<file path="src/hw/rtl/box_iou_threshold_scorer_assert.svh">
// Assertion macros shared by the box overlap scorer RTL.
`ifndef BOX_IOU_THRESHOLD_SCORER_ASSERT_SVH
`define BOX_IOU_THRESHOLD_SCORER_ASSERT_SVH

// The consequent must hold in the same cycle as the antecedent.
`define BIOU_ASSERT_SAME(label, ante, cons, msg) \
    label: assert property (@(posedge i_clk) disable iff (!i_rst_n) \
        (ante) |-> (cons)) else $error(msg);

// The consequent must hold in the cycle after the antecedent.
`define BIOU_ASSERT_NEXT(label, ante, cons, msg) \
    label: assert property (@(posedge i_clk) disable iff (!i_rst_n) \
        (ante) |=> (cons)) else $error(msg);

`endif

</file>
<file path="src/hw/rtl/biou_pkg.sv">
// Shared types and constants for the box overlap scorer.
package biou_pkg;

    localparam int unsigned COORD_BITS      = 16;
    localparam int unsigned SCORE_FRAC_BITS = 16;
    localparam int unsigned FIELD_W  = 16;
    localparam int unsigned SCORE_W  = SCORE_FRAC_BITS + 1;
    localparam logic [SCORE_W-1:0] THRESH_RESET = 17'd29491;

    typedef struct packed {
        logic valid;
        logic ok;
        logic sat;
    } t_div_flags;

endpackage

</file>
<file path="src/hw/rtl/biou_div_cell.sv">
// One restoring-division cell: produces one quotient bit per item.
module biou_div_cell #(
    parameter int unsigned DW = 34,
    parameter int unsigned SF = 16
) (
    input  logic                 i_clk,
    input  logic                 i_rst_n,
    input  logic                 i_adv,
    input  biou_pkg::t_div_flags i_flags,
    input  logic [DW-1:0]        i_rem,
    input  logic [DW-1:0]        i_den,
    input  logic [SF-1:0]        i_quo,
    output biou_pkg::t_div_flags o_flags,
    output logic [DW-1:0]        o_rem,
    output logic [DW-1:0]        o_den,
    output logic [SF-1:0]        o_quo
);
    import biou_pkg::*;

    logic [DW:0]   shifted;
    logic          take;
    logic [DW:0]   n_rem_full;

    t_div_flags    r_flags;
    logic [DW-1:0] r_rem, r_den;
    logic [SF-1:0] r_quo;

    always_comb begin
        shifted    = {i_rem, 1'b0};
        take       = shifted >= {1'b0, i_den};
        n_rem_full = take ? (shifted - {1'b0, i_den}) : shifted;
    end

    always_ff @(posedge i_clk) begin
        if (!i_rst_n) begin
            r_flags <= '0;
        end else if (i_adv) begin
            r_flags <= i_flags;
        end
    end

    always_ff @(posedge i_clk) begin
        if (i_adv) begin
            r_rem <= n_rem_full[DW-1:0];
            r_den <= i_den;
            r_quo <= {i_quo[SF-2:0], take};
        end
    end

    assign o_flags = r_flags;
    assign o_rem   = r_rem;
    assign o_den   = r_den;
    assign o_quo   = r_quo;

endmodule

</file>
<file path="config.mk">
export PLATFORM = sky130hd
export DESIGN_NAME = biou_div_cell
export DESIGN_NICKNAME = d
export VERILOG_FILES = /design/src/hw/rtl/box_iou_threshold_scorer_assert.svh /design/src/hw/rtl/biou_pkg.sv /design/src/hw/rtl/biou_div_cell.sv
export SDC_FILE = /design/constraint.sdc
export NUM_CORES = 1
export LEC_CHECK = 0
export ABC_AREA = 1
export BUFFER_PORTS_ARGS = -buffer_cell sky130_fd_sc_hd__buf_2
export CORE_AREA = 5 5 111 113
export CTS_CLUSTER_DIAMETER = 200
export DETAILED_ROUTE_END_ITERATION = 16
export DIE_AREA = 0 0 116 118
export GPL_TIMING_DRIVEN = 0
export PLACE_DENSITY = 0.8
export SYNTH_ARGS = -nofsm -noshare
export SYNTH_HDL_FRONTEND = slang
export SYNTH_SLANG_ARGS = --single-unit
export TNS_END_PERCENT = 50
</file>
<file path="constraint.sdc">
create_clock -name i_clk -period 2.65 [get_ports i_clk]
set_clock_uncertainty 0.2 [all_clocks]
set_input_delay 0.3975 -clock i_clk [delete_from_list [all_inputs] [get_ports i_clk]]
set_output_delay 0.3975 -clock i_clk [all_outputs]
set_load 0.01 [all_outputs]
</file>
## Word level (Yosys, flattened, before mapping)

Cells that the tools add are included.

| storage, ports and cells | value |
|---|---|
| flip-flop bits (word level) | 87 |
| input bits | 90 |
| word-level logic and storage cells | 10 |

| operators by class | value |
|---|---|
| $add $sub $neg | 1 |
| order comparisons | 1 |
| mux-type cells | 1 |

Operators by type and width:

| kind | number |
|---|---|
| 35-bit by 34-bit >= comparator with 1-bit output | 1 |
| 34-bit two-way mux | 1 |
| 34-bit subtractor | 1 |

## Longest topological paths before layout

| logic depth | value |
|---|---|
| depth after elaboration | 2 |
| depth in mapped cells | 16 |
| gate-level depth less buffers | 15 |

## Worst setup path before layout

Ideal clock, no wire load.

| path | value |
|---|---|
| path type | in2reg |
| start point | input port i_den[2] |
| end point | register r_rem[25], in the netlist o_rem[25], data pin |
| setup time | 253 ps |
| arrival time | 1755 ps |
| path slack | 442 ps |
| cell stages on the path | 15 |
| buffers on the path | 1 |
| cells stage by stage | inv_1 -> ha_1 -> nand2_1 -> nand2_1 -> nor2_2 -> inv_2 -> nand2_1 -> nand3_2 -> nand2_2 -> nand2_2 -> nand2_2 -> nand2_4 -> buf_4 -> nand3_1 -> nand2_1 |

| between the ends | value |
|---|---|
| longest elaborated chain between the ends | 2 |
| elaborated cells between the ends (all ways) | 3 |
| those cells by class | add/sub (1); order compare (1); mux (1) |

RTL lines:

| item | RTL line | RTL |
|---|---|---|
| start, declared | biou_div_cell.sv:11 | `input logic [DW-1:0] i_den,` |
| 34-bit subtractor / 35-bit by 34-bit >= comparator with 1-bit output (equally long branches) | biou_div_cell.sv:31, biou_div_cell.sv:30 |  |
| 34-bit two-way mux (*) | biou_div_cell.sv:31 | `n_rem_full = take ? (shifted - {1'b0, i_den}) : shifted;` |
| via n_rem_full[25] | biou_div_cell.sv:22 | `logic [DW:0] n_rem_full;` |
| end signal, assigned | biou_div_cell.sv:44 | `r_rem <= n_rem_full[DW-1:0];` |
| end, declared | biou_div_cell.sv:25 | `logic [DW-1:0] r_rem, r_den;` |

The timed path passes the listed nets; every way through them passes the cells marked *.
A chain may end at the register's enable or synchronous reset.

## Worst setup path in the final report

| path | value |
|---|---|
| start point | input port i_rem[21] |
| end point | register r_rem[26], in the netlist o_rem[26], data pin |

| between the ends | value |
|---|---|
| longest elaborated chain between the ends | 2 |
| elaborated cells between the ends (all ways) | 3 |
| those cells by class | add/sub (1); order compare (1); mux (1) |

RTL lines:

| item | RTL line | RTL |
|---|---|---|
| start, declared | biou_div_cell.sv:10 | `input logic [DW-1:0] i_rem,` |
| 34-bit subtractor / 35-bit by 34-bit >= comparator with 1-bit output (equally long branches) | biou_div_cell.sv:31, biou_div_cell.sv:30 |  |
| 34-bit two-way mux (*) | biou_div_cell.sv:31 |  |
| via n_rem_full[26] | biou_div_cell.sv:22 |  |

Marks and branches as above.

==> summary.txt <==
Outcome
  • Result of the run: completed

Yosys
  • Main area contributors after synthesis: sky130_fd_sc_hd__edfxtp_1, sky130_fd_sc_hd__nand2_1, sky130_fd_sc_hd__inv_1
  • Yosys cell types: 28
  • Top FF cell, synth: sky130_fd_sc_hd__edfxtp_1
  • Mean Syn Cell Area: 7.61 µm²
  • Top cell type's share of synthesized area: 44.4%
  • Netlist area before placement: 5680 µm²
  • Number of cells produced by synthesis: 746
  • Most repeated cell in the gate-level netlist after synthesis: sky130_fd_sc_hd__nand2_1
  • Synth Register Bits: 87
  • Async S/R FF share, synth: 0%
  • List of most frequent post-synthesis cells: sky130_fd_sc_hd__nand2_1, sky130_fd_sc_hd__inv_1, sky130_fd_sc_hd__edfxtp_1
  • EDFF count, synth: 84
  • Net count after synthesis: 871
  • Cell taking the most area after synthesis: sky130_fd_sc_hd__edfxtp_1
  • Warning count from the yosys run: 0
  • Seq/Total Area, Yosys: 45.5%

Pwr
  • Switching power share of the total: 31.1%
  • Logic pwr share: 26.3%
  • Int Power: 2.75 mW
  • Leak pwr: 3.82 nW
  • Part of the power in the clock network: 30.7%
  • Switching power total: 1.24 mW
  • Maximum vdd ir drop: 310 µV
  • Power density cells: 566 nW/µm²
  • Power share of the sequential group: 43.0%

Layout
  • Final cell utilization of the core: 62.8%
  • Register cell area after layout: 2580 µm²
  • Number of diodes: 0
  • Synthesis-to-finish area growth: 24.2%
  • Total area of multi-input combinational cells: 2510 µm²
  • Final nets: 1058
  • Proportion of layout cells with a drive suffix above 1: 22.6%
  • Filler instances: 1009

Placed design
  • Input/output buffers: 175
  • Detailed placement HPWL: 12.3 mm
  • Routability congestion estimate from global placement: 0.930

Critical path
  • Nature of the critical path endpoint: flop
  • Arr. time, crit path: 2260 ps
  • Cell occurring most often along the worst timing path: sky130_fd_sc_hd__nand2_1
  • Startpoint-to-endpoint class of the critical path: in -> reg
  • Stage delay of the slowest cell on the critical path: 350 ps
  • Worst Setup Start Kind: input port
  • Required time of the critical path: 2550 ps
  • Cell Chain, Critical Path: buf_2, ha_1, a21oi_1, nand2_1, nand2_1, nand2_1, a21oi_2, nand2_2, nand2_2, nand2_4, buf_4, nand3_1, nand2_1
  • Biggest fanout along the worst timing path: 10
  • Max stage delay cell, worst path: sky130_fd_sc_hd__ha_1

Routing
  • Detailed Route Iter0 Violations: 278
  • First drt pass iteration count: 5
  • Number of nets with antenna violations after detailed routing: 0
  • DRC violations left: 0
  • DR vias: 5174
  • Vias per Instance: 4.79
  • Detailed-route wire length: 15.0 mm
  • Average wire per cell in the routed design: 13.9 µm

Run
  • Max-cap viol count: 0

STA
  • Relative slew slack: 62.0%
  • RSZ-0062 raised after global routing: false
  • Max-slew violation count: 0
  • Maximum clock rate: 424 MHz
  • Shortest period the worst path allows: 2360 ps
  • Tightest Pin Transition: 566 ps
  • Number of setup violations in the final report: 0
  • Final Cycle Share: 89.1%
  • Final setup TNS: 0 ps
  • Number of hold violations in the final report: 0
  • Min Hold Slack: 21.6 ps

Clock network
  • Maximum number of buffers from clock root to sink: 2
  • Worst-Skew Late Latency: 350 ps
  • CTS tree: yes
  • Clk pin slew, worst setup/hold paths: 70 ps
  • Num CTS Buffers: 9
  • Number of buffers added to fix hold violations after cts: 0
  • Count of H-tree levels built during CTS: 3
  • Root buf cell: sky130_fd_sc_hd__clkbuf_16
  • Number of sinks handled by clock tree synthesis: 87

Floorplan
  • Initial core utilization: 50.6%
  • I/O pin cnt: 177
  • DIE WIDTH: 116 µm
  • Die area: 13700 µm²
  • Placeable core area: 11200 µm²
  • Die extent in y: 118 µm
  • Standard-cell rows: 39

Global routing
  • Total global routing overflow: 0
  • Overall global routing resource usage: 22.2%
  • Global-route wire length before repair: 24.2 mm
  • Vias in the first global route: 5049
  • Initial antenna violation count: 0
  • Pin count of the biggest net entering global routing: 51

Hold path
  • Worst min-delay path class: in -> reg
what timing repair did:
action | CTS | global route
buffers inserted | 0 | 0
endpoints found under the setup margin | 0 | 2
gates resized for setup | 0 | 1
metrics by stage:
stage	setup WS [ps]	cell area, µm²	total power [mW]	std cells
2_1_floorplan	442	5680	2.39	746
3_3_place_gp	-258	6730	2.77	1064
3_5_place_dp	-261	6760	2.80	1065
4_1_cts	98.6	7050	4.03	1081
5_1_grt	116	7050	4.23	1081
6_report	290	7050	3.99	1081
critical path, delay by kind of cell:
family	cells	cell delay (ps)
AND/OR/NAND/NOR	8	720
AO/OA/AOI/OAI	2	460
adder cells (fa/ha/maj)	1	350
buffers and inverters	2	330
flip-flops by register name, summed over array words and instances (netlist names):
signal	cells
o_den	34
o_quo	16
o_rem	34
o_flags	3
layer usage:
metal	up-vias	track usage (%)	part of all wire [%]
met5	-	0	0
met4	0	7.11	1.6
met3	15	3.80	7.6
met2	163	35.8	46
met1	2287	30.1	44
li1	2709	-	-
power groups by stage:
stage	clock network, mW	registers [mW]	logic [mW]
final	1.23	1.72	1.05
after global routing	1.32	1.73	1.18
after CTS	1.25	1.72	1.05
after detailed placement	0	1.75	1.05
after global placement	0	1.75	1.03
after floorplan	0	1.84	0.551
placed cells by master (no fill, tap or decap):
master,count
sky130_fd_sc_hd__a21oi_2,1
sky130_fd_sc_hd__o21ai_1,1
sky130_fd_sc_hd__o21ai_0,14
sky130_fd_sc_hd__buf_6,3
sky130_fd_sc_hd__inv_4,1
sky130_fd_sc_hd__buf_2,174
sky130_fd_sc_hd__fa_1,1
sky130_fd_sc_hd__nand3b_1,6
sky130_fd_sc_hd__clkinvlp_4,1
sky130_fd_sc_hd__nand4_1,4
sky130_fd_sc_hd__inv_6,2
sky130_fd_sc_hd__inv_1,134
sky130_fd_sc_hd__nand2_4,1
sky130_fd_sc_hd__nand3_2,1
sky130_fd_sc_hd__clkbuf_8,1
sky130_fd_sc_hd__nor3_2,1
sky130_fd_sc_hd__nand3_1,29
sky130_fd_sc_hd__nor3_1,6
sky130_fd_sc_hd__o21bai_1,2
sky130_fd_sc_hd__a21o_1,1
sky130_fd_sc_hd__nor2_2,2
sky130_fd_sc_hd__clkinv_4,3
sky130_fd_sc_hd__dfxtp_1,3
sky130_fd_sc_hd__xor2_1,15
sky130_fd_sc_hd__a21oi_1,27
sky130_fd_sc_hd__nand2_1,296
sky130_fd_sc_hd__xnor2_1,3
sky130_fd_sc_hd__inv_2,4
sky130_fd_sc_hd__nor2_1,65
sky130_fd_sc_hd__buf_16,1
sky130_fd_sc_hd__clkbuf_16,9
sky130_fd_sc_hd__nand2_2,3
sky130_fd_sc_hd__or2_1,1
sky130_fd_sc_hd__ha_1,34
sky130_fd_sc_hd__buf_4,4
sky130_fd_sc_hd__edfxtp_1,84
final timing paths:
| kind | startpoint | end | slack [ps] | cells past startpoint |
|---|---|---|---|---|
| setup / recovery | i_rem[21] | o_rem[26] | 290 | 13 |
| hold / removal | i_quo[9] | o_quo[10] | 20 | 1 |
| setup reg to reg | o_flags[0] | o_flags[0] | 1840 | 2 |
| hold reg to reg | o_flags[2] | o_flags[2] | 300 | 2 |
kinds of logic after synthesis:
group	synth area share, %
and+or+nand+nor	29.4
adders and majority gates	7.85
xor gates and xnor gates	2.78
buffers and inverters	10.2
DFF	45.5
AOI/OAI and AO/OA	4.25
layout make-up:
cell class	count	area share, %
clock buffers	10	3.39
well taps	143	2.54
inverters	139	7.43
plain buffers	6	0.798
repair buffers	176	12.8
multi-input cells	514	35.6
clock inverters	6	0.727
flip-flops and latches	87	36.6
Note: power is estimated with default switching activity, not from simulation.
