<file path="src/hw/rtl/box_iou_threshold_scorer_assert.svh">
// Assertion macros shared by the box overlap scorer RTL.
`ifndef BOX_IOU_THRESHOLD_SCORER_ASSERT_SVH
`define BOX_IOU_THRESHOLD_SCORER_ASSERT_SVH

// The consequent must hold in the same cycle as the antecedent.
`define BIOU_ASSERT_SAME(label, ante, cons, msg) \
    label: assert property (@(posedge i_clk) disable iff (!i_rst_n) \
        (ante) |-> (cons)) else $error(msg);

// The consequent must hold in the cycle after the antecedent.
`define BIOU_ASSERT_NEXT(label, ante, cons, msg) \
    label: assert property (@(posedge i_clk) disable iff (!i_rst_n) \
        (ante) |=> (cons)) else $error(msg);

`endif

</file>
<file path="src/hw/rtl/biou_pkg.sv">
// Shared types and constants for the box overlap scorer.
package biou_pkg;

    localparam int unsigned COORD_BITS      = 16;
    localparam int unsigned SCORE_FRAC_BITS = 16;
    localparam int unsigned FIELD_W  = 16;
    localparam int unsigned SCORE_W  = SCORE_FRAC_BITS + 1;
    localparam logic [SCORE_W-1:0] THRESH_RESET = 17'd29491;

    typedef struct packed {
        logic valid;
        logic ok;
        logic sat;
    } t_div_flags;

endpackage

</file>
<file path="src/hw/rtl/biou_front.sv">
// Front stages: edge selection, area products, union and divider setup.
module biou_front #(
    parameter int unsigned CW = 16
) (
    input  logic                        i_clk,
    input  logic                        i_rst_n,
    input  logic                        i_adv,
    input  logic                        i_valid,
    input  logic [biou_pkg::FIELD_W-1:0] i_a_left,
    input  logic [biou_pkg::FIELD_W-1:0] i_a_top,
    input  logic [biou_pkg::FIELD_W-1:0] i_a_right,
    input  logic [biou_pkg::FIELD_W-1:0] i_a_bottom,
    input  logic [biou_pkg::FIELD_W-1:0] i_b_left,
    input  logic [biou_pkg::FIELD_W-1:0] i_b_top,
    input  logic [biou_pkg::FIELD_W-1:0] i_b_right,
    input  logic [biou_pkg::FIELD_W-1:0] i_b_bottom,
    output biou_pkg::t_div_flags        o_flags,
    output logic [2*CW+1:0]             o_num,
    output logic [2*CW+1:0]             o_den
);
    import biou_pkg::*;

    localparam int unsigned DW = 2 * CW + 2;
    localparam int unsigned UW = 2 * CW + 3;

    logic [CW-1:0]        al, at, ar, ab, bl, bt, br, bb;
    logic [CW-1:0]        xl, yt, xr, yb;
    logic                 n1_disj;
    logic [CW-1:0]        n1_iw, n1_ih;
    logic signed [CW:0]   n1_wa, n1_ha, n1_wb, n1_hb;

    logic                 r1_valid, r1_disj;
    logic [CW-1:0]        r1_iw, r1_ih;
    logic signed [CW:0]   r1_wa, r1_ha, r1_wb, r1_hb;

    logic                 r2_valid, r2_disj;
    logic signed [DW-1:0] r2_area_a, r2_area_b;
    logic [2*CW-1:0]      r2_inter;

    logic signed [UW-1:0] n3_uni;
    logic                 r3_valid, r3_disj;
    logic signed [UW-1:0] r3_uni;
    logic [2*CW-1:0]      r3_inter;

    t_div_flags           n4_flags;
    t_div_flags           r4_flags;
    logic [DW-1:0]        r4_num, r4_den;

    always_comb begin
        al = i_a_left[CW-1:0];
        at = i_a_top[CW-1:0];
        ar = i_a_right[CW-1:0];
        ab = i_a_bottom[CW-1:0];
        bl = i_b_left[CW-1:0];
        bt = i_b_top[CW-1:0];
        br = i_b_right[CW-1:0];
        bb = i_b_bottom[CW-1:0];
        xl = (al > bl) ? al : bl;
        yt = (at > bt) ? at : bt;
        xr = (ar < br) ? ar : br;
        yb = (ab < bb) ? ab : bb;
        n1_disj = (xr < xl) || (yb < yt);
        n1_iw = xr - xl;
        n1_ih = yb - yt;
        n1_wa = $signed({1'b0, ar}) - $signed({1'b0, al});
        n1_ha = $signed({1'b0, ab}) - $signed({1'b0, at});
        n1_wb = $signed({1'b0, br}) - $signed({1'b0, bl});
        n1_hb = $signed({1'b0, bb}) - $signed({1'b0, bt});
    end

    always_comb begin
        n3_uni = UW'(r2_area_a) + UW'(r2_area_b) - $signed(UW'(r2_inter));
    end

    always_comb begin
        n4_flags.valid = r3_valid;
        n4_flags.ok    = !r3_disj && !r3_uni[UW-1] && (r3_uni != '0);
        n4_flags.sat   = $signed(UW'(r3_inter)) >= r3_uni;
    end

    always_ff @(posedge i_clk) begin
        if (!i_rst_n) begin
            r1_valid <= 1'b0;
            r2_valid <= 1'b0;
            r3_valid <= 1'b0;
            r4_flags <= '0;
        end else if (i_adv) begin
            r1_valid <= i_valid;
            r2_valid <= r1_valid;
            r3_valid <= r2_valid;
            r4_flags <= n4_flags;
        end
    end

    always_ff @(posedge i_clk) begin
        if (i_adv) begin
            r1_disj   <= n1_disj;
            r1_iw     <= n1_iw;
            r1_ih     <= n1_ih;
            r1_wa     <= n1_wa;
            r1_ha     <= n1_ha;
            r1_wb     <= n1_wb;
            r1_hb     <= n1_hb;
            r2_disj   <= r1_disj;
            r2_area_a <= r1_wa * r1_ha;
            r2_area_b <= r1_wb * r1_hb;
            r2_inter  <= r1_iw * r1_ih;
            r3_disj   <= r2_disj;
            r3_uni    <= n3_uni;
            r3_inter  <= r2_inter;
            r4_num    <= DW'(r3_inter);
            r4_den    <= r3_uni[DW-1:0];
        end
    end

    assign o_flags = r4_flags;
    assign o_num   = r4_num;
    assign o_den   = r4_den;

endmodule

</file>
<file path="config.mk">
export PLATFORM = sky130hd
export DESIGN_NAME = biou_front
export DESIGN_NICKNAME = d
export VERILOG_FILES = /design/src/hw/rtl/box_iou_threshold_scorer_assert.svh /design/src/hw/rtl/biou_pkg.sv /design/src/hw/rtl/biou_front.sv
export SDC_FILE = /design/constraint.sdc
export NUM_CORES = 2
export LEC_CHECK = 0
export BUFFER_PORTS_ARGS = -buffer_cell sky130_fd_sc_hd__buf_2
export CAP_MARGIN = 20
export CORE_UTILIZATION = 65
export CTS_CLUSTER_SIZE = 30
export DETAILED_ROUTE_END_ITERATION = 8
export MAX_ROUTING_LAYER = met4
export PLACE_DENSITY = 0.89
export RECOVER_POWER = 50
export SLEW_MARGIN = 20
export SYNTH_ARGS = -nofsm -noshare
export SYNTH_HDL_FRONTEND = slang
export SYNTH_SLANG_ARGS = --single-unit
</file>
<file path="constraint.sdc">
create_clock -name i_clk -period 8 [get_ports i_clk]
set_clock_uncertainty 0.2 [all_clocks]
set_input_delay 1.6 -clock i_clk [delete_from_list [all_inputs] [get_ports i_clk]]
set_output_delay 1.6 -clock i_clk [all_outputs]
set_load 0.005 [all_outputs]
</file>
# --- Word-level counts from Yosys, hierarchy flattened ---
# Index checks and enable logic that the tools add are counted.
classes:
  reduce_logical: 6
  mux: 4
  magnitude_cmp: 7
  n_mul: 3
  add_sub_neg: 8
op_table:
  columns: ["op", "count"]
  rows:
  - ["$mul A17 B17 Y34", 2]
  - ["$sub A16 B16 Y17", 4]
  - ["$lt A16 B16 Y1", 4]
  - ["$mux W16", 4]
  - ["$add A34 B34 Y35", 1]
  - ["$ge A33 B35 Y1", 1]
  - ["$reduce_bool A35 Y1", 1]
  - ["$sub A35 B33 Y35", 1]
  - ["$gt A16 B16 Y1", 2]
  - ["$mul A16 B16 Y32", 1]
  - ["$sub A16 B16 Y16", 2]
  - ["$logic_and A1 B1 Y1", 2]
  - ["$logic_not A1 Y1", 2]
  - ["$logic_or A1 B1 Y1", 1]
word_totals:
  ff_bits: 342
  input_bits: 132
  output_inout_bits: 71
  elab_cells: 50

# --- Longest topological paths before layout ---
depth:
  depth_word: 4
  mapped_depth: 26
  ltp_nobuf: 24

# --- Worst setup path after synthesis ---
# No wires, ideal clock.
synth_path:
  path_type: "flip-flop to flip-flop"
  from: "reg r1_wa[16]"
  to: "reg r2_area_a[33] (data pin)"
  n_path_buf: 1
  setup_ps: 261
  synth_period_minus_slack_ps: 6527
  arrival_time_ps: 6065
  path_slack_ps: 1473
  required_time_ps: 7539
  path_stages_with_launch: 22
  cell_sequence: "edfxtp_1 > clkbuf_1 > nand2_1 > inv_1 > fa_1 > fa_1 > fa_1 > fa_1 > fa_1 > inv_1 > fa_1 > inv_1 > ha_1 > nand2_1 > a21oi_1 > a221oi_1 > o22ai_1 > o31ai_1 > nand2_1 > a41oi_1 > o21ai_0 > xnor2_1"
synth_via:
  elab_chain_len: 1
synth_rtl:
  columns: ["item", "line_no", "source"]
  rows:
  - ["start, declared", "biou_front.sv:34", "logic signed [CW:0] r1_wa, r1_ha, r1_wb, r1_hb;"]
  - ["start signal, assigned", "biou_front.sv:100", "r1_wa <= n1_wa;"]
  - ["$mul A17 B17 Y34", "biou_front.sv:105", "r2_area_a <= r1_wa * r1_ha;"]
  - ["end signal, assigned", "biou_front.sv:105", null]
  - ["end, declared", "biou_front.sv:37", "logic signed [DW-1:0] r2_area_a, r2_area_b;"]
# Every way passes these cells.
# A chain may end at the register's enable or synchronous reset.

# --- Worst setup path in the final report ---
layout_path:
  from: "reg r1_hb[2]"
  to: "reg r2_area_b[33] (data pin)"
layout_via:
  elab_chain_len: 1
layout_rtl:
  columns: ["item", "line_no", "source"]
  rows:
  - ["start, declared", "biou_front.sv:34", null]
  - ["start signal, assigned", "biou_front.sv:103", "r1_hb <= n1_hb;"]
  - ["$mul A17 B17 Y34", "biou_front.sv:106", "r2_area_b <= r1_wb * r1_hb;"]
  - ["end signal, assigned", "biou_front.sv:106", null]
  - ["end, declared", "biou_front.sv:37", null]
# Every way passes these cells.

==> results by group <==
Clock tree
  – Post-cts resize count: 0
  – CTS tree: yes
  – TritonCTS buffer count: 39
  – Clock Sinks: 342
  – Post-CTS Setup Inserts: 0
  – Clock slew at reported path FFs: 0.08 ns
  – Hold Buf Count CTS: 0
  – H-Tree Depth: 2
  – CTS max path bufs: 3
  – Clock Latency Late Sink: 0.60 ns
  – Root Buffer Master: clkbuf_16

Yosys
  – Biggest area consumer among synthesized cells: fa_1
  – Syn. warnings: 0
  – Avg Cell Area, Syn: 10.0 sq um
  – Seq/Total Area, Yosys: 0.204
  – Ys async rst share: 0
  – Top post-synthesis cells by area: fa_1 33%, edfxtp_1 20%, ha_1 13%, inv_1 8.5%, and2_1 5.2%
  – Post-Syn Instances: 4990
  – Ys flop type: edfxtp_1
  – #FFs+latches synth: 342
  – Synth top area share: 0.330
  – Cell area after synthesis: 0.0500 sq mm
  – Synth top cells by count: 1131 x inv_1, 824 x fa_1, 501 x ha_1
  – Count leader, synth: inv_1
  – Synth cell types: 84
  – EDFF count, synth: 336

Route
  – WL/cell: 20.7 um
  – Detailed-router iteration count before antenna repair: 6
  – First DRT Iteration DRCs: 3159
  – Final wirelength: 128000 um
  – Vias: 36100
  – DRC errors left: 0
  – Via/cell ratio: 5.83
  – Antenna-violating nets left: 0

Die
  – Rows: 101
  – Die span in y: 279 um
  – Initial Utilization: 0.657
  – Core Footprint: 0.0761 sq mm
  – DIE WIDTH: 279 um
  – DIE AREA: 0.0780 sq mm
  – I/O pin count: 203

Flow run
  – Max Cap Violations: 2

Place
  – RePlAce Congestion: 0.998
  – Post-DP HPWL: 105000 um
  – IO Port Bufs: 200

Critical path
  – CP arrival: 7.49 ns
  – Worst-path cell chain: nand2_1, inv_1, fa_1, fa_1, fa_1, fa_1, fa_1, inv_1, fa_1, inv_1, ha_1, nand2_1, nor2_1, nand2_1, a21oi_1, o21bai_1, a21oi_1, nand4_1, nand4b_1, a21oi_1, xnor2_1
  – Reg2reg setup slack: 0.61 ns
  – Critical Path End Type: flip-flop
  – Most frequent CP cell: fa_1
  – Critical Path RT: 8.10 ns
  – CP max-delay cell: fa_1
  – R2R cell count: 21
  – Kind of critical path: flip-flop to flip-flop
  – Type of origin of the critical path: flip-flop
  – Worst R2R End: r2_area_b[33]
  – Critical path fanouts, max: 17
  – Crit path capture: r2_area_b[33]
  – Largest stage delay, worst path: 0.91 ns
  – Worst r2r src: r1_hb[2]
  – Worst setup startpoint: r1_hb[2]

Global routing
  – Vias in the first global route: 38100
  – GR Util All Layers: 0.345
  – Largest net degree at the start of global routing: 134
  – Grt total ovfl: 0
  – First-pass GRT wire length: 202000 um
  – Antenna violations before repair: 5

Outcome
  – Violated checks: capacitance limit, slew limit
  – Outcome: finished, violations left

STA
  – Min Tclk post-route: 7.39 ns
  – Setup violators final: 0
  – RSZ-0062 raised after global routing: no
  – Final period util: 0.924
  – Max Clk Rate: 135 MHz
  – Fin Setup TNS: 0 ns
  – Pin slew with the least headroom to its limit: 3.99 ns
  – Endpoints failing hold: 0
  – Slew HR: -1.66
  – Final Slew Violations: 131

Final layout
  – Final net count: 6580
  – Share of post-route cells with drive strength above 1: 0.0569
  – Area grow syn2layout: 6.19%

Hold path
  – HP Class: flip-flop to flip-flop
[registers in the layout (all words and copies together) (netlist names), 3 cells and up]
signal and cells:
r1_wa 17, o_num 32, r1_iw 16, o_flags 3
r1_ha 17, r1_wb 17, r2_area_a 34, r1_ih 16
r3_uni 35, r2_area_b 34, r1_hb 17, r3_inter 32
r2_inter 32, o_den 34
[worst max-delay path: cells and delay by family, from the launching register on]
family	cells	cell delay [ns]
flops	1	0.89
buf+inv	3	0.30
xor+xnor	1	0.13
simple gates	6	0.87
compound gates	4	0.79
fa+ha+maj	7	3.87
[cells in the final DEF (no fill, tap or decap), types with 37 or more instances in the layout]
cell type	count
o21a_1	42
clkbuf_16	40
fa_1	824
edfxtp_1	336
nor2_1	145
xor2_1	45
clkbuf_1	37
nor2b_1	43
mux2i_1	42
a21o_1	68
xnor2_1	149
a21oi_1	163
nand2_1	487
inv_1	1131
ha_1	501
and2_1	408
buf_2	174
o21ai_0	88
[per-stage QoR]
stage               cells  utilization  worst slack (ns)  hold slack, ns  area [sq um]
CTS                  6182        0.698             0.753           0.254         53100
detailed placement   6112        0.682             0.791           0.239         51900
global route         6187        0.698             0.250           0.268         53100
floorplan            4991            -              1.47           0.200         50000
finish               6187        0.698             0.612           0.254         53100
global placement     6112        0.682             0.848           0.241         51900
[logic make-up after synthesis]
group,after synthesis,synth area share
adder cells (fa/ha/maj),1325,0.455
AND/OR/NAND/NOR,1267,0.126
buffers and inverters,1250,0.0941
AO/OA/AOI/OAI,539,0.0711
flip-flops,342,0.204
XOR/XNOR,194,0.0340
multiplexers,72,0.0152
other,1,0.0000750
[how the worst min path moves through the flow]
stage                start        end  slack (ns)  cells after the start
6_report       r3_inter[5]   o_num[5]        0.25                      0
3_3_place_gp    r3_uni[33]  o_den[33]        0.24                      0
3_5_place_dp    r3_uni[33]  o_den[33]        0.24                      0
5_1_grt         r3_uni[33]  o_den[33]        0.27                      0
2_1_floorplan      r1_disj    r2_disj        0.20                      0
4_1_cts        r3_inter[5]   o_num[5]        0.25                      0
[metal layers]
metal | share of wire | GRT usage | vias to the layer above
li1 | - | - | 15900
met4 | 0.043 | 0.132 | 0
met2 | 0.46 | 0.549 | 2026
met1 | 0.39 | 0.425 | 17700
met5 | 0 | - | -
met3 | 0.11 | 0.0888 | 405
[area by class of cell]
cell class | instances | area [sq um]
Antenna cell | 5 | 12.5
Clock buffer | 51 | 1040
Clock inverter | 19 | 150
Fill cell | 5379 | 23000
Inverter | 1131 | 4250
Multi-Input combinational cell | 3399 | 35100
Sequential cell | 342 | 10200
Tap cell | 1030 | 1290
Timing Repair Buffer | 210 | 1050
Power is not shown: default switching activity piles up to over one toggle a cycle in this logic, so the estimate is an artifact.
